==> src/rtl/core/dllce_pkg.sv <==
// ----------------------------------------------------------------------------
// dllce_pkg
// Shared opcodes, controller command bundle and default sizes for the
// linked list cursor engine.
// ----------------------------------------------------------------------------
package dllce_pkg;

	localparam int NODES_DEF      = 256;
	localparam int DATA_WIDTH_DEF = 32;
	localparam int OPCODE_W       = 4;
	localparam int REPORT_W       = 32;

	typedef enum logic [OPCODE_W-1:0] {
		OP_QUERY      = 4'd0,
		OP_CLEAR      = 4'd1,
		OP_INS_FIRST  = 4'd2,
		OP_INS_LAST   = 4'd3,
		OP_CUR_FIRST  = 4'd4,
		OP_CUR_LAST   = 4'd5,
		OP_DEL_FIRST  = 4'd6,
		OP_DEL_LAST   = 4'd7,
		OP_DEL_AFTER  = 4'd8,
		OP_DEL_BEFORE = 4'd9,
		OP_INS_AFTER  = 4'd10,
		OP_INS_BEFORE = 4'd11,
		OP_OVERWRITE  = 4'd12,
		OP_NEXT       = 4'd13,
		OP_PREV       = 4'd14
	} opcode_t;

	typedef struct packed {
		logic latch;    // take the incoming item
		logic take_a;   // first pointer reads are back
		logic wr_a;     // first write cycle
		logic wr_b;     // second write cycle, registers update
		logic load_out; // result goes to the output register
	} cmd_t;

endpackage

==> src/rtl/core/dllce_ctrl.sv <==
// ----------------------------------------------------------------------------
// dllce_ctrl
// Command sequencer: steps each item through pointer reads, two write
// steps and the value read, and owns both handshakes.
// ----------------------------------------------------------------------------
module dllce_ctrl (
	input  logic              clk,
	input  logic              arst_n,
	input  logic              in_valid,
	output logic              in_stall,
	output logic              out_valid,
	input  logic              out_stall,
	output dllce_pkg::cmd_t   cmd
);

	typedef enum logic [2:0] {
		ST_IDLE,
		ST_RDA,
		ST_RDB,
		ST_WRA,
		ST_WRB,
		ST_SETTLE,
		ST_DONE
	} state_t;

	state_t state_q;
	logic   out_valid_q;

	assign in_stall  = (state_q != ST_IDLE);
	assign out_valid = out_valid_q;

	always_comb begin
		cmd          = '0;
		cmd.latch    = (state_q == ST_IDLE) && in_valid;
		cmd.take_a   = (state_q == ST_RDB);
		cmd.wr_a     = (state_q == ST_WRA);
		cmd.wr_b     = (state_q == ST_WRB);
		cmd.load_out = (state_q == ST_DONE) && (!out_valid_q || !out_stall);
	end

	always_ff @(posedge clk or negedge arst_n) begin
		if (!arst_n) begin
			state_q     <= ST_IDLE;
			out_valid_q <= 1'b0;
		end else begin
			// in done the result register is reloaded instead
			if (out_valid_q && !out_stall && (state_q != ST_DONE)) begin
				out_valid_q <= 1'b0;
			end
			case (state_q)
				ST_IDLE: begin
					if (in_valid) begin
						state_q <= ST_RDA;
					end
				end
				ST_RDA:    state_q <= ST_RDB;
				ST_RDB:    state_q <= ST_WRA;
				ST_WRA:    state_q <= ST_WRB;
				ST_WRB:    state_q <= ST_SETTLE;
				ST_SETTLE: state_q <= ST_DONE;
				ST_DONE: begin
					if (!out_valid_q || !out_stall) begin
						out_valid_q <= 1'b1;
						state_q     <= ST_IDLE;
					end
				end
				default: state_q <= ST_IDLE;
			endcase
		end
	end

endmodule

==> config.mk <==
export PLATFORM = sky130hd
export DESIGN_NAME = dllce_ctrl
export DESIGN_NICKNAME = d
export VERILOG_FILES = /design/src/rtl/core/dllce_pkg.sv /design/src/rtl/core/dllce_ctrl.sv
export SDC_FILE = /design/constraint.sdc
export NUM_CORES = 1
export LEC_CHECK = 0
export BUFFER_PORTS_ARGS = -buffer_cell sky130_fd_sc_hd__buf_2
export CELL_PAD_IN_SITES_DETAIL_PLACEMENT = 1
export CELL_PAD_IN_SITES_GLOBAL_PLACEMENT = 1
export CORE_AREA = 2 2 39 41
export CTS_BUF_LIST = sky130_fd_sc_hd__clkbuf_8
export CTS_CLUSTER_DIAMETER = 30
export DETAILED_ROUTE_END_ITERATION = 10
export DIE_AREA = 0 0 41 43
export PLACE_DENSITY = 0.61
export SYNTH_ARGS = -nofsm -noshare
export SYNTH_HDL_FRONTEND = slang
export SYNTH_SLANG_ARGS = --single-unit
==> constraint.sdc <==
create_clock -name clk -period 1.9 [get_ports clk]
set_clock_uncertainty 0.1 [all_clocks]
set_input_delay 0 -clock clk [delete_from_list [all_inputs] [get_ports clk]]
set_output_delay 0 -clock clk [all_outputs]
set_load 0.005 [all_outputs]
Word-level counts from Yosys, hierarchy flattened --
Index checks and enable logic that the tools add are counted.
Storage, ports and cells: word-level logic and storage cells 27, output and inout bits 7, register bits after elaboration 4
Operators by class: reductions and logical operators 10, equal/unequal tests 9, multiplexer cells 6
Operator list (count):
- 3-bit case mux with 7 select lines | 1
- 3-bit equality test (second input constant) | 3
- 3-bit by 2-bit equality test with 1-bit output (second input constant) | 2
- 3-bit 2-to-1 mux | 2
- 1-bit logical AND | 4
- 3-bit by 1-bit equality test with 1-bit output (second input constant) | 1
- 3-bit logical NOT | 1
- 1-bit 2-to-1 mux | 3
- 3-bit inequality test (second input constant) | 1
- 3-bit nonzero test | 1
- 1-bit logical NOT | 2
- 2-bit by 1-bit inequality test with 1-bit output (second input constant) | 1
- 2-bit inequality test (second input constant) | 1
- 2-bit AND reduction | 1
- 1-bit logical OR | 1

Longest topological paths before layout --
word-level depth 6, gate-level depth with buffers 3, mapped depth without buffers 2

Least setup slack after synthesis --
Ideal clock, no wire load.
path kind register to output, from reg state_q[0], to out cmd[4] (netlist bit), data required time 1.800 ns, path buffers 1, data arrival time 0.959 ns, cell stages (with the launch flop) 4, slack 0.841 ns, path through dfrtp_1 > buf_6 > or3_4 > nor2_2
RTL lines:
- from (decl) | RTL line dllce_ctrl.sv:26 | state_t state_q;
- from (signal assigned) | RTL line dllce_ctrl.sv:43 | state_q <= ST_IDLE;
- from (signal assigned) | RTL line dllce_ctrl.sv:53 | state_q <= ST_RDA;
- from (signal assigned) | RTL line dllce_ctrl.sv:56 | ST_RDA: state_q <= ST_RDB;
- to (decl) | RTL line dllce_ctrl.sv:13 | output dllce_pkg::cmd_t cmd

==> impl_metrics.py <==
metrics = {
    "clocking": {
        "clock-sinks": 4,
        "clockBufferDepth": 2,
        "cts_tree": "built",
        "root_buffer": "clkbuf_8",
        "cts_buffers": 3,
        "htreeDepth": 1,
        "ctsResizeCount": 0,
        "clk_pin_slew_worst_paths_ns": 0.03,
        "clk_latency_ns": 0.22,
    },
    "worst_hold_path": {
        "hold_class": "in -> async",
    },
    "detailed_routing": {
        "avgRoutedWirePerCell_um": 10.29,
        "totalWireLength_um": 566,
        "firstDrtPassIters": 2,
        "vias_per_cell": 4.218,
        "ant_nets": 0,
        "num_vias": 232,
        "drt_iter0_drc": 2,
        "drc": 0,
    },
    "yosys": {
        "syn_nets": 31,
        "yosys_warnings": 0,
        "synthCells": 27,
        "synth_top_area_cell": "dfrtp_1",
        "synth.top_cell.area_share": 0.3980,
        "synth_top_cells_by_count": "4 x dfrtp_1, 3 x nand2_1, 3 x nor3b_1",
        "synth_cell_types": 19,
        "synthTopCellsByArea": "dfrtp_1 40%, nor3b_1 9.0%, buf_6 4.5%",
        "synth_edf_count": 0,
        "syn_avg_cell_area_um2": 9.314,
        "synth_most_common_cell": "dfrtp_1",
        "seq_area_frac_synth": 0.3980,
        "synthFlopType": "dfrtp_1",
        "synth_area_um2": 251.5,
        "synth_seq_cells": 4,
        "ys_async_sr_fraction": 1.000,
    },
    "layout": {
        "final_util": 0.2595,
        "drive_above_1_share": 0.4103,
        "stdcell_count": 55,
        "area_delta_synth_final_pct": 42.79,
        "antennaDiodeCount": 0,
        "multi_input_area_um2": 123.9,
        "nFillCells": 174,
        "finalNetCount": 45,
        "final_cell_area_um2": 359.1,
        "seq_area_um2": 100.1,
    },
    "sta": {
        "post-route-period-util": 0.7274,
        "holdWs_ns": 0.01298,
        "tightest_slew_ns": 0.3170,
        "tns_ns": 0,
        "setup_viol": 0,
        "worst_slack_ns": 0.5179,
        "rsz0062_at_grt": "false",
        "max-slew-margin-rel": 0.7886,
        "max_freq_mhz": 723.5,
        "slew_violations": 0,
        "min_period_ns": 1.382,
        "hold_violations": 0,
    },
    "global_route": {
        "grt_max_degree": 12,
        "antenna_found_initial": 0,
        "grt_use_total": 0.08669,
        "grt_pass1_vias": 207,
        "grt-ovfl-total": 0,
        "grt_pass1_wl_um": 883,
    },
    "critical_path": {
        "cp-end-kind": "output pin",
        "r2r_setup_slack_ns": 0.76,
        "worst_r2r_endpoint": "state_q[1]",
        "crit_arrival_ns": 1.28,
        "cp_max_fo": 10,
        "cp.required_ns": 1.80,
        "startpoint_type": "register",
        "worst-setup-path-type": "reg -> out",
        "endpoint": "cmd[4]",
        "worstSetupStartpoint": "state_q[0]",
        "reg2reg_from": "state_q[1]",
        "ff2ff_path_depth": 2,
    },
    "floorplan": {
        "core_area_um2": 1384,
        "rows": 14,
        "die-area_um2": 1763,
        "die_y_um": 43,
        "boundaryPins": 11,
        "die_w_um": 41,
        "initial_utilization": 0.1817,
    },
    "power": {
        "vdd_drop_max_mv": 0.3932,
        "p_int_mw": 0.3801,
        "pwr-share-seq": 0.356,
        "switching_power_mw": 0.2015,
        "total_power_mw": 0.5816,
        "clkPwrFrac": 0.312,
        "pwr-share-comb": 0.333,
        "powerDensity_nw_per_um2": 1620,
        "leakagePower_nw": 0.1667,
        "switching_share": 0.3465,
    },
    "placed_design": {
        "dp.cells": 50,
        "place_congestion": 0.6640,
        "pre_cts_slack_ns": 0.7368,
        "io_buffers": 10,
        "placed_area_um2": 297.8,
    },
    "run": {
        "maxCapViolCount": 0,
    },
    "status": {
        "outcome": "finished clean",
    },
}
worst max-delay path, cell delays in order (launching register included):
cell and delay (ns):
dfrtp_1 0.46, or3_4 0.42, nor2_2 0.07, buf_2 0.11
final cells by class:
type | count | share of cell area
multi-input combinational | 19 | 0.3449
sequential | 4 | 0.2787
timing repair buffer | 12 | 0.1951
clock buffer | 3 | 0.1150
tap | 16 | 0.05575
inverter | 1 | 0.01045
worst min-delay path by stage:
stage                 end  slack [ns]  cells past startpoint
3_3_place_gp   state_q[2]       -0.29                      1
5_1_grt        state_q[1]        0.04                      2
2_1_floorplan   out_valid       -0.40                      0
4_1_cts        state_q[0]        0.02                      2
6_report       state_q[0]        0.01                      2
3_5_place_dp   state_q[0]       -0.29                      1
per-layer routing:
| metal | GRT usage | routed length [um] |
|---|---|---|
| met5 | 0 | 0 |
| met3 | 0.04712 | 47 |
| met1 | 0.09772 | 262 |
| met4 | 0.1000 | 27 |
| met2 | 0.1000 | 229 |
power groups by stage:
| stage | combinational, mW | clock [mW] | sequential, mW |
|---|---|---|---|
| 6_report | 0.193 | 0.181 | 0.207 |
| 4_1_cts | 0.199 | 0.189 | 0.210 |
| 3_5_place_dp | 0.195 | 0 | 0.211 |
| 5_1_grt | 0.226 | 0.190 | 0.221 |
| 3_3_place_gp | 0.192 | 0 | 0.206 |
| 2_1_floorplan | 0.214 | 0 | 0.143 |
placed cells by master, fill, tap and decap left out:
master / netlist / layout
buf_2: 1 / 10
dfrtp_1: 4 / 4
nand2_1: 3 / 3
nor3b_1: 3 / 3
clkbuf_8: 0 / 3
o21ai_0: 2 / 2
dlygate4sd3_1: 0 / 2
or3_4: 1 / 1
nor2_1: 1 / 1
inv_1: 1 / 1
nor2_2: 1 / 1
a21boi_0: 1 / 1
or2b_2: 1 / 1
or2b_1: 1 / 1
nand2b_1: 1 / 1
nand4b_1: 1 / 1
o211ai_1: 1 / 1
nor3_1: 1 / 1
a211oi_1: 1 / 1
state kept, by name, indices dropped and copies added (netlist names):
signal / cells
out_valid: 1
state_q: 3
cell families (layout without fill, tap and decap cells):
kind of cell           count (synthesis)  after routing  share of synthesized area
DFF                                    4              4                     0.3980
buffers and inverters                  4             16                     0.1094
AOI/OAI and AO/OA                      5              5                     0.1294
and+or+nand+nor                       14             14                     0.3632
repair_timing:
item,in CTS,in global routing
endpoints found under the setup margin,0,0
endpoints found under the hold margin,5,0
buffers inserted,0,0
hold buffers,2,0
(Power assumes the default switching activity.)
